<file path="config.mk">
export PLATFORM = sky130hd
export DESIGN_NAME = voi_coord_unit
export DESIGN_NICKNAME = d
export VERILOG_FILES = /design/src/hw/rtl/voi_pkg.sv /design/src/hw/rtl/voi_coord_unit.sv
export SDC_FILE = /design/constraint.sdc
export NUM_CORES = 1
export LEC_CHECK = 0
export BUFFER_PORTS_ARGS = -buffer_cell sky130_fd_sc_hd__buf_4
export CAP_MARGIN = 15
export CORE_MARGIN = 2
export CORE_UTILIZATION = 48
export CTS_CLUSTER_SIZE = 10
export DETAILED_ROUTE_END_ITERATION = 8
export PLACE_DENSITY = 0.71
export SYNTH_ARGS = -nofsm -noshare
export SYNTH_HDL_FRONTEND = slang
export SYNTH_SLANG_ARGS = --single-unit
</file>
<file path="constraint.sdc">
create_clock -name aclk -period 11.3 [get_ports aclk]
set_clock_uncertainty 0.2 [all_clocks]
set_input_delay 1.695 -clock aclk [delete_from_list [all_inputs] [get_ports aclk]]
set_output_delay 1.695 -clock aclk [all_outputs]
set_load 0.03 [all_outputs]
</file>
<file path="src/hw/rtl/voi_pkg.sv">
`timescale 1ns / 1ps

package voi_pkg;

    function automatic int max2(input int a, input int b);
        return (a > b) ? a : b;
    endfunction

    localparam int MAX_X      = 64;
    localparam int MAX_Y      = 64;
    localparam int MAX_Z      = 16;
    localparam int MAX_RADIUS = 7;

    localparam int REQ_W      = 2;
    localparam int PT_W       = 16;
    localparam int QX_W       = 6;
    localparam int QY_W       = 6;
    localparam int QZ_W       = 4;
    localparam int CNT_W      = 12;
    localparam int CPM_W      = 16;
    localparam int RADC_W     = 3;
    localparam int GXC_W      = 7;
    localparam int GYC_W      = 7;
    localparam int GZC_W      = 5;
    localparam int CFG_IDX_W  = 3;
    localparam int CFG_DATA_W = 16;
    localparam int S_TDATA_W  = 64;
    localparam int M_TDATA_W  = 16;

    localparam logic [REQ_W-1:0] REQ_CLEAR  = 2'd0;
    localparam logic [REQ_W-1:0] REQ_INSERT = 2'd1;
    localparam logic [REQ_W-1:0] REQ_QUERY  = 2'd2;

    localparam logic [CFG_IDX_W-1:0] REG_CPM    = 3'd0;
    localparam logic [CFG_IDX_W-1:0] REG_RADIUS = 3'd1;
    localparam logic [CFG_IDX_W-1:0] REG_GRID_X = 3'd2;
    localparam logic [CFG_IDX_W-1:0] REG_GRID_Y = 3'd3;
    localparam logic [CFG_IDX_W-1:0] REG_GRID_Z = 3'd4;

    localparam int XI_W    = $clog2(MAX_X);
    localparam int YI_W    = $clog2(MAX_Y);
    localparam int ZI_W    = $clog2(MAX_Z);
    localparam int ROWS    = MAX_X * MAX_Y;
    localparam int ROW_W   = $clog2(ROWS);
    localparam int MAX_DIM = max2(max2(MAX_X, MAX_Y), MAX_Z);
    localparam int SZ_W    = max2($clog2(MAX_DIM + 1), GXC_W);
    localparam int RAD_W   = max2($clog2(MAX_RADIUS + 1), RADC_W);
    localparam int ZC_W    = $clog2(MAX_Z + 1);
    localparam int PROD_W  = 2 * (PT_W + 1);
    localparam int CELL_W  = 18;

    typedef logic [MAX_Z-1:0] voi_row_t;

    typedef struct packed {
        logic [SZ_W-1:0]  sx;
        logic [SZ_W-1:0]  sy;
        logic [SZ_W-1:0]  sz;
        logic [RAD_W-1:0] rad;
    } voi_dims_t;

    typedef struct packed {
        logic            empty;
        logic [XI_W-1:0] x_lo;
        logic [XI_W-1:0] x_hi;
        logic [YI_W-1:0] y_lo;
        logic [YI_W-1:0] y_hi;
        logic [ZI_W-1:0] z_lo;
        logic [ZI_W-1:0] z_hi;
    } voi_box_t;

    function automatic logic [ROW_W-1:0] row_addr(input logic [XI_W-1:0] x,
                                                  input logic [YI_W-1:0] y);
        return ROW_W'(ROW_W'(x) * ROW_W'(MAX_Y)) + ROW_W'(y);
    endfunction

endpackage

</file>
<file path="src/hw/rtl/voi_coord_unit.sv">
`timescale 1ns / 1ps

module voi_coord_unit (
    input  logic                              aclk,
    input  logic                              aresetn,
    input  logic                              start,
    input  logic signed [voi_pkg::PT_W-1:0]   point_x,
    input  logic signed [voi_pkg::PT_W-1:0]   point_y,
    input  logic signed [voi_pkg::PT_W-1:0]   point_z,
    input  logic [voi_pkg::CPM_W-1:0]         cpm,
    input  voi_pkg::voi_dims_t                dims,
    output voi_pkg::voi_box_t                 box,
    output logic                              done
);

    localparam int PW = voi_pkg::PT_W;
    localparam int CW = voi_pkg::CELL_W;
    localparam int SW = voi_pkg::SZ_W;
    localparam int RW = voi_pkg::RAD_W;

    logic                          busy_reg;
    logic [2:0]                    step_reg;
    logic                          done_reg;
    logic signed [PW-1:0]          pt_reg [3];
    logic signed [voi_pkg::PROD_W-1:0] prod_reg;
    logic signed [CW-1:0]          cell_reg;
    logic signed [CW-1:0]          lo_reg [3];
    logic signed [CW-1:0]          hi_reg [3];
    logic [2:0]                    empty_reg;

    logic [1:0]                    mul_axis;
    logic [1:0]                    clip_axis;
    logic signed [PW:0]            mul_a;
    logic signed [PW:0]            mul_b;
    logic signed [voi_pkg::PROD_W-1:0] prod_next;
    logic                          prod_neg;
    logic [voi_pkg::PROD_W-1:0]    prod_mag;
    logic [voi_pkg::PROD_W-1:0]    prod_rnd;
    logic signed [CW-1:0]          cell_abs;
    logic signed [CW-1:0]          cell_next;
    logic [SW-1:0]                 size;
    logic signed [CW-1:0]          size_s;
    logic signed [CW-1:0]          rad_s;
    logic signed [CW-1:0]          center;
    logic signed [CW-1:0]          lo_raw;
    logic signed [CW-1:0]          hi_raw;
    logic signed [CW-1:0]          lo_clip;
    logic signed [CW-1:0]          hi_clip;

    always_comb begin
        mul_axis  = (step_reg[1:0] == 2'd3) ? 2'd2 : step_reg[1:0];
        clip_axis = 2'(step_reg - 3'd2);
        mul_a     = {pt_reg[mul_axis][PW-1], pt_reg[mul_axis]};
        mul_b     = {1'b0, cpm};
        prod_next = mul_a * mul_b;

        prod_neg  = prod_reg[voi_pkg::PROD_W-1];
        prod_mag  = prod_neg ? -prod_reg : prod_reg;
        prod_rnd  = prod_mag + voi_pkg::PROD_W'(32768);
        cell_abs  = $signed({{(CW-16){1'b0}}, prod_rnd[31:16]});
        cell_next = prod_neg ? -cell_abs : cell_abs;

        unique case (clip_axis)
            2'd0:    size = dims.sx;
            2'd1:    size = dims.sy;
            default: size = dims.sz;
        endcase
        size_s  = $signed({{(CW-SW){1'b0}}, size});
        rad_s   = $signed({{(CW-RW){1'b0}}, dims.rad});
        center  = cell_reg + (size_s >>> 1);
        lo_raw  = center - rad_s;
        hi_raw  = center + rad_s;
        lo_clip = (lo_raw < 0) ? '0 : lo_raw;
        hi_clip = (hi_raw > size_s - CW'(1)) ? size_s - CW'(1) : hi_raw;
    end

    always_ff @(posedge aclk) begin
        if (!aresetn) begin
            busy_reg <= 1'b0;
            step_reg <= 3'd0;
            done_reg <= 1'b0;
        end else begin
            done_reg <= 1'b0;
            if (start) begin
                busy_reg <= 1'b1;
                step_reg <= 3'd0;
            end else if (busy_reg) begin
                step_reg <= step_reg + 3'd1;
                if (step_reg == 3'd4) begin
                    busy_reg <= 1'b0;
                    done_reg <= 1'b1;
                end
            end
        end
    end

    always_ff @(posedge aclk) begin
        if (start) begin
            pt_reg[0] <= point_x;
            pt_reg[1] <= point_y;
            pt_reg[2] <= point_z;
        end
        if (busy_reg) begin
            prod_reg <= prod_next;
            cell_reg <= cell_next;
            if (step_reg >= 3'd2) begin
                lo_reg[clip_axis]    <= lo_clip;
                hi_reg[clip_axis]    <= hi_clip;
                empty_reg[clip_axis] <= (lo_clip > hi_clip);
            end
        end
    end

    always_comb begin
        box.empty = |empty_reg;
        box.x_lo  = voi_pkg::XI_W'(lo_reg[0]);
        box.x_hi  = voi_pkg::XI_W'(hi_reg[0]);
        box.y_lo  = voi_pkg::YI_W'(lo_reg[1]);
        box.y_hi  = voi_pkg::YI_W'(hi_reg[1]);
        box.z_lo  = voi_pkg::ZI_W'(lo_reg[2]);
        box.z_hi  = voi_pkg::ZI_W'(hi_reg[2]);
    end

    assign done = done_reg;

endmodule

</file>
# ---- Word-level counts from Yosys, hierarchy flattened
# Memories as Yosys holds them, arrays and structs flattened.
# Index checks and enable logic that the tools add are counted.
dict set report word_totals {
  reg_bits 59
  mem_bits_rw 156
  output_inout_bits 34
  memories 3
}
dict set report op_classes {
  add_sub_neg 9
  multipliers 1
  magnitude_cmp 6
  eq_ne 3
  n_mux 18
  bitwise 2
  reduce_logical 6
}
# memory words width rd rd_clocked_by_memory_dff write_ports line
set memory_table {}
lappend memory_table {hi_reg 3 18 3 0 1 voi_coord_unit.sv:28} ;# logic signed [CW-1:0] hi_reg [3];
lappend memory_table {lo_reg 3 18 3 0 1 voi_coord_unit.sv:27} ;# logic signed [CW-1:0] lo_reg [3];
lappend memory_table {pt_reg 3 16 1 0 3 voi_coord_unit.sv:24} ;# logic signed [PW-1:0] pt_reg [3];
# op count
set ops {}
lappend ops {{18-bit greater-than comparator} 2}
lappend ops {{18-bit two-way mux} 2}
lappend ops {{16-bit by 17-bit multiplier with 33-bit output} 1}
lappend ops {{32-bit by 16-bit adder with 32-bit output, second input constant} 1}
lappend ops {{32-bit two-way mux} 1}
lappend ops {{32-bit negation} 1}
lappend ops {{18-bit by 4-bit adder with 18-bit output} 1}
lappend ops {{18-bit by 7-bit adder with 18-bit output} 1}
lappend ops {{18-bit by 1-bit < comparator with 1-bit output, second input constant} 1}
lappend ops {{16-bit negation with 18-bit output} 1}
lappend ops {{18-bit by 4-bit subtractor with 18-bit output} 1}
lappend ops {{16-bit two-way mux} 1}
lappend ops {{7-bit one-hot mux with 2 select lines} 1}
lappend ops {{1-bit two-way mux} 10}
lappend ops {{7-bit by 1-bit subtractor with 8-bit output, second input constant} 1}
lappend ops {{3-bit OR reduction} 2}
lappend ops {{3-bit by 1-bit adder with 3-bit output, second input constant} 1}
lappend ops {{3-bit bitwise mux} 1}
lappend ops {{3-bit == test, second input constant} 1}
lappend ops {{3-bit by 2-bit greater-or-equal comparator with 1-bit output, second input constant} 1}
lappend ops {{2-bit by 3-bit < comparator with 1-bit output, second input constant} 1}
lappend ops {{1-bit demux with 2-bit select} 1}
lappend ops {{2-bit by 1-bit == test with 1-bit output, second input constant} 1}
lappend ops {{2-bit == test, second input constant} 1}
lappend ops {{other kinds (8)} 9}

# ---- Depth between registers and ports, before layout
# Gate-level depths: netlist (run 1).
dict set report depth {
  word_depth 9
  ltp_mapped 38
  depth_no_buf 37
}

# ---- Worst setup path after synthesis (run 1)
# Ideal clock, no wire load.
dict set report synth_path {
  kind {input to register}
  start {input port dims[18] in the netlist's numbering}
  end {register empty_reg[0] (data pin)}
  arrival_time_ns 7.739
  t_required_ns 10.831
  setup_slack_ns 3.092
  cell_stages 32
  path_buffers 1
  cell_sequence {a22o_1 -> a21oi_1 -> inv_1 -> ha_1 -> fa_1 -> a21o_1 -> a21oi_1 -> o21bai_1 -> a21oi_2 -> xnor2_1 -> o2111ai_1 -> a211oi_1 -> xor2_1 -> ha_1 -> a21o_1 -> a21o_1 -> a21oi_1 -> o21ai_0 -> a21o_1 -> a21oi_1 -> o21ai_1 -> nand2_1 -> clkbuf_1 -> a21oi_1 -> ha_1 -> a21oi_1 -> nor2b_1 -> o21ai_0 -> nand2b_1 -> a2111oi_0 -> a21oi_1 -> a311o_1}
}
dict set report synth_between {
  elab_chain_len 7
  elab_cells_between_ends 11
  cone_classes {add/sub: 4; order compare: 3; mux: 4}
}
# element line
set synth_rtl {}
lappend synth_rtl {{start, declared} voi_coord_unit.sv:11} ;# input voi_pkg::voi_dims_t dims,
lappend synth_rtl {{7-bit one-hot mux with 2 select lines (*)} voi_coord_unit.sv:63} ;# unique case (clip_axis)
lappend synth_rtl {{18-bit by 7-bit adder with 18-bit output} voi_coord_unit.sv:70} ;# center = cell_reg + (size_s >>> 1);
lappend synth_rtl {{18-bit by 4-bit subtractor with 18-bit output / 18-bit by 4-bit adder with 18-bit output (equally long branches)} {voi_coord_unit.sv:71, voi_coord_unit.sv:72}}
lappend synth_rtl {{18-bit by 1-bit < comparator with 1-bit output / 18-bit greater-than comparator (equally long branches)} {voi_coord_unit.sv:73, voi_coord_unit.sv:74}}
lappend synth_rtl {{18-bit two-way mux, on equally long branches} {voi_coord_unit.sv:73, voi_coord_unit.sv:74}}
lappend synth_rtl {{18-bit greater-than comparator (*)} voi_coord_unit.sv:109} ;# empty_reg[clip_axis] <= (lo_clip > hi_clip);
lappend synth_rtl {{3-bit bitwise mux (*)} voi_coord_unit.sv:109}
lappend synth_rtl {{end signal, assigned by index} voi_coord_unit.sv:109}
lappend synth_rtl {{end, declared} voi_coord_unit.sv:29} ;# logic [2:0] empty_reg;
# Mark *: on every way between the ends. The rest lies on a longest branch, timed or not.
# A chain may end at the register's enable or synchronous reset.

# ---- Worst setup path after layout (run 1)
dict set report layout_path {
  start {input port dims[18] in the netlist's numbering}
  end {register empty_reg[1] (data pin)}
}
dict set report layout_between {
  elab_chain_len 7
  elab_cells_between_ends 11
  cone_classes {add/sub: 4; order compare: 3; mux: 4}
}
# element line
set layout_rtl {}
lappend layout_rtl {{7-bit one-hot mux with 2 select lines (*)} voi_coord_unit.sv:63}
lappend layout_rtl {{18-bit by 7-bit adder with 18-bit output} voi_coord_unit.sv:70}
lappend layout_rtl {{18-bit by 4-bit adder with 18-bit output} voi_coord_unit.sv:72} ;# hi_raw = center + rad_s;
lappend layout_rtl {{18-bit greater-than comparator} voi_coord_unit.sv:74} ;# hi_clip = (hi_raw > size_s - CW'(1)) ? size_s - CW'(1) : hi_raw;
lappend layout_rtl {{18-bit two-way mux (*)} voi_coord_unit.sv:74}
lappend layout_rtl {{via hi_clip[0]} voi_coord_unit.sv:48} ;# logic signed [CW-1:0] hi_clip;
lappend layout_rtl {{18-bit greater-than comparator (*)} voi_coord_unit.sv:109}
lappend layout_rtl {{3-bit bitwise mux (*)} voi_coord_unit.sv:109}
# Mark *: on every way through the listed nets, which the timed path passes. The rest lies on a longest branch.

==> results by group, run 1 <==
Outcome
  – Run status: complete, but fails checks
  – Violated checks: DRC

STA
  – Final sum of negative setup slack: 0 ps
  – Endpoints failing setup: 0
  – Worst slew margin: 27.5%
  – Slew Limit Fails: 0
  – RSZ-0062 raised after global routing: no
  – Total count of hold-check failures in the final report: 0
  – Slew of the pin with the lowest slew margin: 1090 ps
  – Tmin final: 9150 ps
  – Worst-case setup margin in the final layout: 2150 ps
  – Highest achievable clock rate: 109 MHz
  – Final Cycle Share: 81.0%

Floorplanning
  – Width of the chip: 194 µm
  – Die Area: 0.0378 mm²
  – Boundary Pins: 125
  – Die Y-Extent: 194 µm
  – Core Region: 0.0357 mm²
  – Starting density of the core: 48.8%
  – Rows: 69

Drt
  – Total DRC errors in the routed layout: 15
  – DR WL/cell: 17.3 µm
  – Antenna Violating Nets Remaining: 0
  – Total detailed-routing wirelength: 40.8 mm
  – First-pass DRT Iterations: 9
  – Vias per inst: 5.52
  – Number of DRC violations after detailed-routing iteration 0: 816
  – Routed vias: 13,000

Logic synthesis
  – Largest cells by area after synthesis: sky130_fd_sc_hd__edfxtp_1 23%, sky130_fd_sc_hd__fa_1 23%, sky130_fd_sc_hd__ha_1 13%
  – Mapped Area: 0.0174 mm²
  – Synth warnings: 0
  – Area share of the largest cell type after synthesis: 23.1%
  – FFs w/ async S/R, synth: 0%
  – Mean area per synthesized cell: 9.69 µm²
  – Number of enable flip-flop cells after synthesis: 134
  – Share of the yosys chip area belonging to registers: 23.7%
  – Gate Count Post-Synth: 1,795
  – Mapped Nets: 2,259
  – Flop and latch count out of synthesis: 139
  – Netlist cell types: 79
  – Cell taking the most area after synthesis: sky130_fd_sc_hd__edfxtp_1
  – Most frequently used flop master after synthesis: sky130_fd_sc_hd__edfxtp_1

Critical path
  – Kind of start point of the critical path: input pin
  – Endpoint of the most critical setup path: empty_reg[1]
  – Slowest cell on the critical path: sky130_fd_sc_hd__a211oi_1
  – CP Max Fanout: 10
  – Crit path buf inv count: 2
  – CP arrival: 9120 ps
  – Worst path max stage delay: 630 ps
  – Depth of the worst register-to-register path: 35
  – WP data required: 11,270 ps
  – Endpoint of the lowest-slack register-to-register path: empty_reg[1]
  – Worst reg-to-reg setup slack: 2450 ps
  – Category of the worst setup path capture point: register
  – Origin of the critical flop-to-flop path: step_reg[1]
  – Crit path depth: 35
  – Timing startpoint of the critical path: dims[18]
  – Crit-path leading delay family: compound AO/OA/AOI/OAI gates
  – Critical path class: input pin to register
  – Cell mode on critical path: sky130_fd_sc_hd__a21oi_1

Place
  – Port Buf Inserts: 124
  – Detailed Place HPWL: 32.0 mm
  – Routability Congestion: 0.919
  – Post-place setup slack: 1900 ps
  – Post-Place Cells: 2,332

Flow run
  – Number of max-cap violations: 0

CTS
  – Later-pin clock latency in the skew report: 440 ps
  – Number of H-tree levels: 4
  – Post-cts sizing count: 0
  – CTS tree: built
  – CTS hold repair buffers: 0
  – Clock-pin transition on the worst setup and hold timing paths: 70 ps
  – Max Root-Sink Buffers: 2
  – Root Driver: sky130_fd_sc_hd__clkbuf_16
  – # Post-CTS Setup Buffers: 0
  – Inserted Clock Buffers: 17
  – Total clock sinks: 139

Final layout
  – Filler-free cell count of the finished design: 2,364
  – Number of fill cells: 3,098
  – Layout cells sized above 1: 11.9%
  – Final nets: 2,354
  – Area growth, synth to finish: 11.5%
  – Number of flip-flops under the largest register name: 48
  – Total inserted antenna cells: 0

Global routing
  – Wire length of the first global-routing pass: 68.0 mm
  – Number of global-route vias before repair: 13,600
  – Global-route congestion overflow total: 0
  – Pin count of the biggest net entering global routing: 58
  – Total track usage: 22.6%
  – Initial antenna violation count: 0

Min path
  – Worst min-delay path category: register to register
==> logic make-up (layout without fill, tap and decap cells) <==
kind of cell             Yosys count  count (layout)  synth area share, %
AO/OA/AOI/OAI                    276             276                 10.4
XOR/XNOR                         117             117                 5.97
adder cells (fa/ha/maj)          373             373                 35.3
flip-flops                       139             139                 23.7
AND/OR/NAND/NOR                  535             535                 15.9
multiplexers                      25              25                 1.47
buffers and inverters            330             438                 7.23
==> worst min-delay path by stage <==
stage / slack (ps) / startpoint / endpoint / cells past startpoint
2_1_floorplan: 260 / step_reg[2] / done / 2
3_3_place_gp: 280 / step_reg[2] / done / 2
3_5_place_dp: 300 / step_reg[2] / done / 2
4_1_cts: 320 / step_reg[2] / done / 2
5_1_grt: 350 / step_reg[2] / done / 2
6_report: 310 / step_reg[2] / done / 2
==> per-stage QoR <==
stage | hold WS (ps) | utilization (%) | area (µm²)
2_1_floorplan | 259 | - | 17400
3_3_place_gp | 280 | 52.7 | 18800
3_5_place_dp | 296 | 52.7 | 18800
4_1_cts | 317 | 54.4 | 19400
5_1_grt | 347 | 54.4 | 19400
6_report | 313 | 54.4 | 19400
==> placed cells by master (no fill, tap or decap), types with 11 or more instances in the layout <==
cell / netlist / layout
sky130_fd_sc_hd__nor4_1: 12 / 12
sky130_fd_sc_hd__mux2i_1: 21 / 21
sky130_fd_sc_hd__xor2_1: 36 / 36
sky130_fd_sc_hd__nand3_1: 29 / 29
sky130_fd_sc_hd__buf_4: 1 / 143
sky130_fd_sc_hd__a21o_1: 35 / 35
sky130_fd_sc_hd__nor2b_1: 59 / 59
sky130_fd_sc_hd__and2_1: 60 / 60
sky130_fd_sc_hd__o21ai_0: 41 / 37
sky130_fd_sc_hd__nand4_1: 19 / 19
sky130_fd_sc_hd__nand2b_1: 16 / 16
sky130_fd_sc_hd__nand2_1: 182 / 182
sky130_fd_sc_hd__fa_1: 197 / 197
sky130_fd_sc_hd__xnor2_1: 80 / 80
sky130_fd_sc_hd__edfxtp_1: 134 / 134
sky130_fd_sc_hd__o21a_1: 11 / 11
sky130_fd_sc_hd__or2_2: 17 / 17
sky130_fd_sc_hd__inv_1: 263 / 263
sky130_fd_sc_hd__nor3_1: 23 / 23
sky130_fd_sc_hd__ha_1: 176 / 176
sky130_fd_sc_hd__nor2_1: 68 / 67
sky130_fd_sc_hd__or3_1: 14 / 14
sky130_fd_sc_hd__a21oi_1: 96 / 91
sky130_fd_sc_hd__clkbuf_16: 0 / 17
==> per-layer routing <==
| metal | up-vias | routed length [µm] | GRT usage (%) |
|---|---|---|---|
| li1 | 6167 | - | - |
| met1 | 6353 | 17000 | 27.6 |
| met2 | 416 | 20200 | 39.7 |
| met3 | 107 | 2270 | 3.97 |
| met4 | 0 | 1330 | 8.86 |
| met5 | - | 0 | 0 |
==> Yosys cell counts, types with 10 or more instances <==
| cell type | count |
|---|---|
| sky130_fd_sc_hd__a21o_1 | 35 |
| sky130_fd_sc_hd__a21oi_1 | 96 |
| sky130_fd_sc_hd__and2_1 | 60 |
| sky130_fd_sc_hd__clkbuf_1 | 56 |
| sky130_fd_sc_hd__edfxtp_1 | 134 |
| sky130_fd_sc_hd__fa_1 | 197 |
| sky130_fd_sc_hd__ha_1 | 176 |
| sky130_fd_sc_hd__inv_1 | 263 |
| sky130_fd_sc_hd__mux2i_1 | 21 |
| sky130_fd_sc_hd__nand2_1 | 182 |
| sky130_fd_sc_hd__nand2b_1 | 16 |
| sky130_fd_sc_hd__nand3_1 | 29 |
| sky130_fd_sc_hd__nand4_1 | 19 |
| sky130_fd_sc_hd__nor2_1 | 68 |
| sky130_fd_sc_hd__nor2b_1 | 59 |
| sky130_fd_sc_hd__nor3_1 | 23 |
| sky130_fd_sc_hd__nor4_1 | 12 |
| sky130_fd_sc_hd__o21a_1 | 11 |
| sky130_fd_sc_hd__o21ai_0 | 41 |
| sky130_fd_sc_hd__o21bai_1 | 10 |
| sky130_fd_sc_hd__or2_2 | 17 |
| sky130_fd_sc_hd__or3_1 | 14 |
| sky130_fd_sc_hd__xnor2_1 | 80 |
| sky130_fd_sc_hd__xor2_1 | 36 |
==> worst min-delay path: cells and delay by family, from the launching register on <==
family           cells  cell delay, ps
and+or+nand+nor      2             130
DFF                  1             340
==> cell type report <==
class,instances,area [µm²],area share (%)
Tap cell,461,577,2.97
Multi-Input combinational cell,1326,12000,62.0
Timing Repair Buffer,143,1070,5.53
Clock inverter,15,174,0.897
Inverter,263,987,5.09
Sequential cell,139,4130,21.3
Clock buffer,17,425,2.19
Power of run 1 is left out: the tool's default activity adds up to more than one toggle a clock period on the data nets, which glitch-free logic cannot reach.
==> run 2: changes to the inputs <==
Clock period 11.3 ns to 8.6 ns, I/O delays scaled along.
==> run 2 against run 1 <==
The flow still finishes with violations (DRC). Hold slack got worse by 6.6 ps. Setup slack worse by 1600 ps. Final area up 0.84%. Clock-buffer cell count is 2 higher. Utilization rose by 0.46 points. Non-clock buffer count increased by 20. Flip-flop and latch count did not move. Via count barely moved. Cell count increased by 0.85%. Die area unchanged. Global-route usage decreased by 0.31 points. Wire length decreased by 0.78%.
==> results by group, run 2 (synthesis gave the netlist of run 1 again) <==
Floorplanning
  – Die Y-Extent: 194 µm
  – Boundary Pins: 125
  – Starting density of the core: 48.8%
  – Die Area: 0.0378 mm²
  – Rows: 69
  – Core Region: 0.0357 mm²
  – Width of the chip: 194 µm

Final layout
  – Layout cells sized above 1: 12.5%
  – Most frequent cells in the layout: 263 x sky130_fd_sc_hd__inv_1, 197 x sky130_fd_sc_hd__fa_1, 182 x sky130_fd_sc_hd__nand2_1, 176 x sky130_fd_sc_hd__ha_1, 162 x sky130_fd_sc_hd__buf_4
  – Most common cell after layout, fill and taps aside: sky130_fd_sc_hd__inv_1
  – Number of flip-flops under the largest register name: 48
  – Util after Layout: 54.9%
  – Total area of sequential cells: 0.00413 mm²
  – Total inserted antenna cells: 0
  – Area growth, synth to finish: 12.5%
  – Footprint of the multi-input gates: 0.0120 mm²
  – Number of fill cells: 3,106
  – Final nets: 2,374

STA
  – Total count of hold-check failures in the final report: 0
  – Final Cycle Share: 94.1%
  – RSZ-0062 raised after global routing: no
  – Final sum of negative setup slack: 0 ps
  – Endpoints failing setup: 0
  – Worst slew margin: 40.8%
  – Slew Limit Fails: 0
  – Slew of the pin with the lowest slew margin: 881 ps
  – Hold slack final: 306 ps
  – Tmin final: 8100 ps
  – Worst-case setup margin in the final layout: 505 ps
  – Highest achievable clock rate: 124 MHz

CTS
  – Number of H-tree levels: 4
  – Post-cts sizing count: 0
  – CTS hold repair buffers: 0
  – Later-pin clock latency in the skew report: 430 ps
  – Max Root-Sink Buffers: 2
  – Total clock sinks: 139
  – Root Driver: sky130_fd_sc_hd__clkbuf_16
  – Clock-pin transition on the worst setup and hold timing paths: 70 ps
  – CTS tree: built
  – Inserted Clock Buffers: 17
  – # Post-CTS Setup Buffers: 0

Critical path
  – CP Max Fanout: 16
  – Critical path class: register to register
  – Slowest cell on the critical path: sky130_fd_sc_hd__fa_1
  – CP arrival: 8080 ps
  – WP data required: 8580 ps
  – Timing startpoint of the critical path: step_reg[1]
  – Worst path max stage delay: 550 ps
  – Worst reg-to-reg setup slack: 500 ps
  – Kind of start point of the critical path: register
  – Category of the worst setup path capture point: register
  – Origin of the critical flop-to-flop path: step_reg[1]

Flow run
  – Number of max-cap violations: 0

Drt
  – Routed vias: 13,000
  – Total detailed-routing wirelength: 40.5 mm
  – Vias per inst: 5.47
  – Antenna Violating Nets Remaining: 0
  – First-pass DRT Iterations: 7
  – DR WL/cell: 17.0 µm
  – Total DRC errors in the routed layout: 15
  – Number of DRC violations after detailed-routing iteration 0: 822

Min path
  – Worst hold path startpoint: step_reg[2]
  – Worst min-delay path category: register to register

Global routing
  – Total track usage: 22.3%
  – Number of global-route vias before repair: 13,500
  – Initial antenna violation count: 0
  – Pin count of the biggest net entering global routing: 57
  – Wire length of the first global-routing pass: 67.3 mm
  – Global-route congestion overflow total: 0

Place
  – Port Buf Inserts: 124
  – Routability Congestion: 0.909
  – Post-place setup slack: 331 ps
  – Detailed Place HPWL: 33.0 mm

Outcome
  – Violated checks: DRC
  – Run status: complete, but fails checks
==> run 2: changes by cell type in the layout (fill, tap and decap cells not counted) <==
| cell | delta |
|---|---|
| sky130_fd_sc_hd__clkbuf_8 | +2 |
| sky130_fd_sc_hd__bufinv_16 | +2 |
| sky130_fd_sc_hd__clkinv_2 | +2 |
| sky130_fd_sc_hd__clkinv_4 | +2 |
| sky130_fd_sc_hd__a21oi_2 | -5 |
| sky130_fd_sc_hd__a21oi_1 | +5 |
| sky130_fd_sc_hd__buf_4 | +19 |
| sky130_fd_sc_hd__buf_12 | +1 |
| sky130_fd_sc_hd__clkinv_8 | -2 |
| sky130_fd_sc_hd__clkinvlp_4 | +2 |
| sky130_fd_sc_hd__inv_8 | -3 |
| sky130_fd_sc_hd__inv_6 | -5 |
==> run 2: critical path, delay by kind of cell, from the launching register on <==
family                   cells  cell delay, ps
flip-flops                   1             430
AO/OA/AOI/OAI               10            2170
multiplexers                 1             130
XOR/XNOR                     1             130
adder cells (fa/ha/maj)      8            3750
buffers and inverters        8             890
AND/OR/NAND/NOR              1             120
==> run 2: path summary, 6_finish.rpt <==
| path | endpoint | cells past startpoint |
|---|---|---|
| worst max-delay path | prod_reg[32] | 29 |
| worst min-delay path | done | 2 |
| worst max register to register | prod_reg[32] | 29 |
| worst min register to register | done | 2 |
==> run 2: area by class of cell <==
cell class,instances,share of cell area (%)
well taps,461,2.95
clock inverters,13,0.851
flip-flops and latches,139,21.1
inverters,263,5.05
multi-input cells,1326,61.4
repair buffers,163,6.32
clock buffers,19,2.32
==> run 2: stage by stage <==
stage	std cells	area (µm²)
2_1_floorplan	1795	17400
3_3_place_gp	2352	18900
3_5_place_dp	2352	18900
4_1_cts	2384	19600
5_1_grt	2384	19600
6_report	2384	19600
==> run 2: routing by layer <==
metal	GRT usage (%)	wire [µm]
met1	27.0	16900
met2	41.2	21100
met3	3.30	1890
met4	5.84	678
met5	0	0
Power of run 2 is left out for the same reason.
==> run 3: changes to the inputs <==
Settings changed: CELL_PAD_IN_SITES_DETAIL_PLACEMENT from default to 0, CELL_PAD_IN_SITES_GLOBAL_PLACEMENT from default to 1, PLACE_DENSITY 0.71 to 0.86, RECOVER_POWER from default to 25.
==> run 3 against run 2 <==
The flow finishes with violations (DRC, capacitance limit, slew limit). Sequential share of layout area grew 0.086 points. Fmax grew 0.38%. Utilization shrank 0.24 points. Register-to-register slack gained 30 ps. Global-route usage is essentially flat. Cell count shrank 0.29%. Largest cell class unchanged.
==> results by group, run 3 (synthesis gave the netlist of run 1 again) <==
Global routing
  – Wire length of the first global-routing pass: 67.0 mm
  – Number of global-route vias before repair: 13,400
  – Global-route congestion overflow total: 0
  – Total track usage: 22.2%
  – Initial antenna violation count: 0
  – Pin count of the biggest net entering global routing: 58

Critical path
  – Kind of start point of the critical path: register
  – Critical path class: register to register
  – Origin of the critical flop-to-flop path: step_reg[1]
  – Crit-path leading delay family: adder cells
  – Depth of the worst register-to-register path: 30
  – Timing startpoint of the critical path: step_reg[1]
  – CP arrival: 8050 ps
  – Category of the worst setup path capture point: register
  – Worst reg-to-reg setup slack: 540 ps
  – Worst path max stage delay: 540 ps
  – Crit path buf inv count: 9
  – WP data required: 8590 ps
  – CP Max Fanout: 16
  – Slowest cell on the critical path: sky130_fd_sc_hd__fa_1
  – Endpoint of the lowest-slack register-to-register path: prod_reg[32]

CTS
  – Total clock sinks: 139
  – Later-pin clock latency in the skew report: 440 ps
  – Max Root-Sink Buffers: 2
  – CTS hold repair buffers: 0
  – Clock-pin transition on the worst setup and hold timing paths: 70 ps
  – CTS tree: built
  – Root Driver: sky130_fd_sc_hd__clkbuf_16
  – Number of H-tree levels: 4
  – Inserted Clock Buffers: 17

Place
  – Port Buf Inserts: 124
  – Routability Congestion: 0.915
  – Detailed Place HPWL: 32.8 mm

Floorplanning
  – Boundary Pins: 125
  – Starting density of the core: 48.8%
  – Die Area: 0.0378 mm²
  – Width of the chip: 194 µm
  – Core Region: 0.0357 mm²
  – Die Y-Extent: 194 µm
  – Rows: 69

Drt
  – Total DRC errors in the routed layout: 15
  – DR WL/cell: 16.9 µm
  – Total detailed-routing wirelength: 40.1 mm
  – First-pass DRT Iterations: 9
  – Number of DRC violations after detailed-routing iteration 0: 779
  – Vias per inst: 5.46
  – Routed vias: 13,000
  – Antenna Violating Nets Remaining: 0

Final layout
  – Most common cell after layout, fill and taps aside: sky130_fd_sc_hd__inv_1
  – Final nets: 2,367
  – Area growth, synth to finish: 12.0%
  – Layout cells sized above 1: 12.2%
  – Most frequent cells in the layout: 263 x sky130_fd_sc_hd__inv_1, 197 x sky130_fd_sc_hd__fa_1, 182 x sky130_fd_sc_hd__nand2_1, 175 x sky130_fd_sc_hd__ha_1, 134 x sky130_fd_sc_hd__edfxtp_1
  – Number of flip-flops under the largest register name: 48
  – Total inserted antenna cells: 0
  – Number of fill cells: 3,114

STA
  – Highest achievable clock rate: 124 MHz
  – Slew of the pin with the lowest slew margin: 2970 ps
  – Endpoints failing setup: 0
  – Slew Limit Fails: 58
  – Worst slew margin: -98.2%
  – RSZ-0062 raised after global routing: no
  – Final sum of negative setup slack: 0 ps
  – Final Cycle Share: 93.8%
  – Total count of hold-check failures in the final report: 0
  – Tmin final: 8060 ps

Min path
  – Worst hold path startpoint: step_reg[2]
  – Min-Delay Endpoint: done
  – Worst min-delay path category: register to register
  – Hold path depth: 2

Flow run
  – Number of max-cap violations: 1

Outcome
  – Run status: complete, but fails checks
  – Violated checks: DRC, capacitance limit, slew limit
[run 3: stage by stage]
step                      cells  hold WS [ps]  worst slack (ps)  area [µm²]  util [%]
after global placement     2345           286               469       18900      53.0
after detailed placement   2345           298               212       18900      53.0
after CTS                  2377           312               507       19500      54.6
final                      2377           310               535       19500      54.6
after floorplan            1795           259               606       17400         -
after global routing       2377           345              92.2       19500      54.6
[run 3: worst max path at each step]
stage,end,slack [ps],depth (start not counted)
after floorplan,prod_reg[32],610,30
after global placement,empty_reg[0],470,36
after detailed placement,empty_reg[2],210,36
after CTS,prod_reg[32],510,30
after global routing,empty_reg[1],90,37
final,prod_reg[32],540,30
[run 3: cell type report]
type,instances,area [µm²],area share [%]
Sequential cell,139,4120,21.2
Clock buffer,17,425,2.18
Timing Repair Buffer,156,1180,6.06
Inverter,263,987,5.07
Tap cell,461,577,2.96
Clock inverter,15,164,0.842
Multi-Input combinational cell,1326,12000,61.7
[run 3: worst register-to-register path: cells and delay by family, from the launching register on]
| family | cells | cell delay [ps] |
|---|---|---|
| simple gates | 1 | 120 |
| buf+inv | 9 | 1020 |
| compound gates | 10 | 2090 |
| fa+ha+maj | 8 | 3730 |
| xor+xnor | 1 | 120 |
| flops | 1 | 440 |
| mux | 1 | 110 |
[run 3: timing repair]
action | in CTS | in global routing
resized for setup | 0 | 2
buffers inserted | 0 | 0
setup endpoints to repair | 0 | 3
[run 3: layer usage]
| metal | up-vias | global-route usage (%) | wire length, µm |
|---|---|---|---|
| met5 | - | 0 | 0 |
| met4 | 0 | 7.24 | 913 |
| met3 | 55 | 2.81 | 1780 |
| met2 | 332 | 39.7 | 20100 |
| met1 | 6379 | 27.9 | 17300 |
| li1 | 6204 | - | - |
Power of run 3 is left out for the same reason.
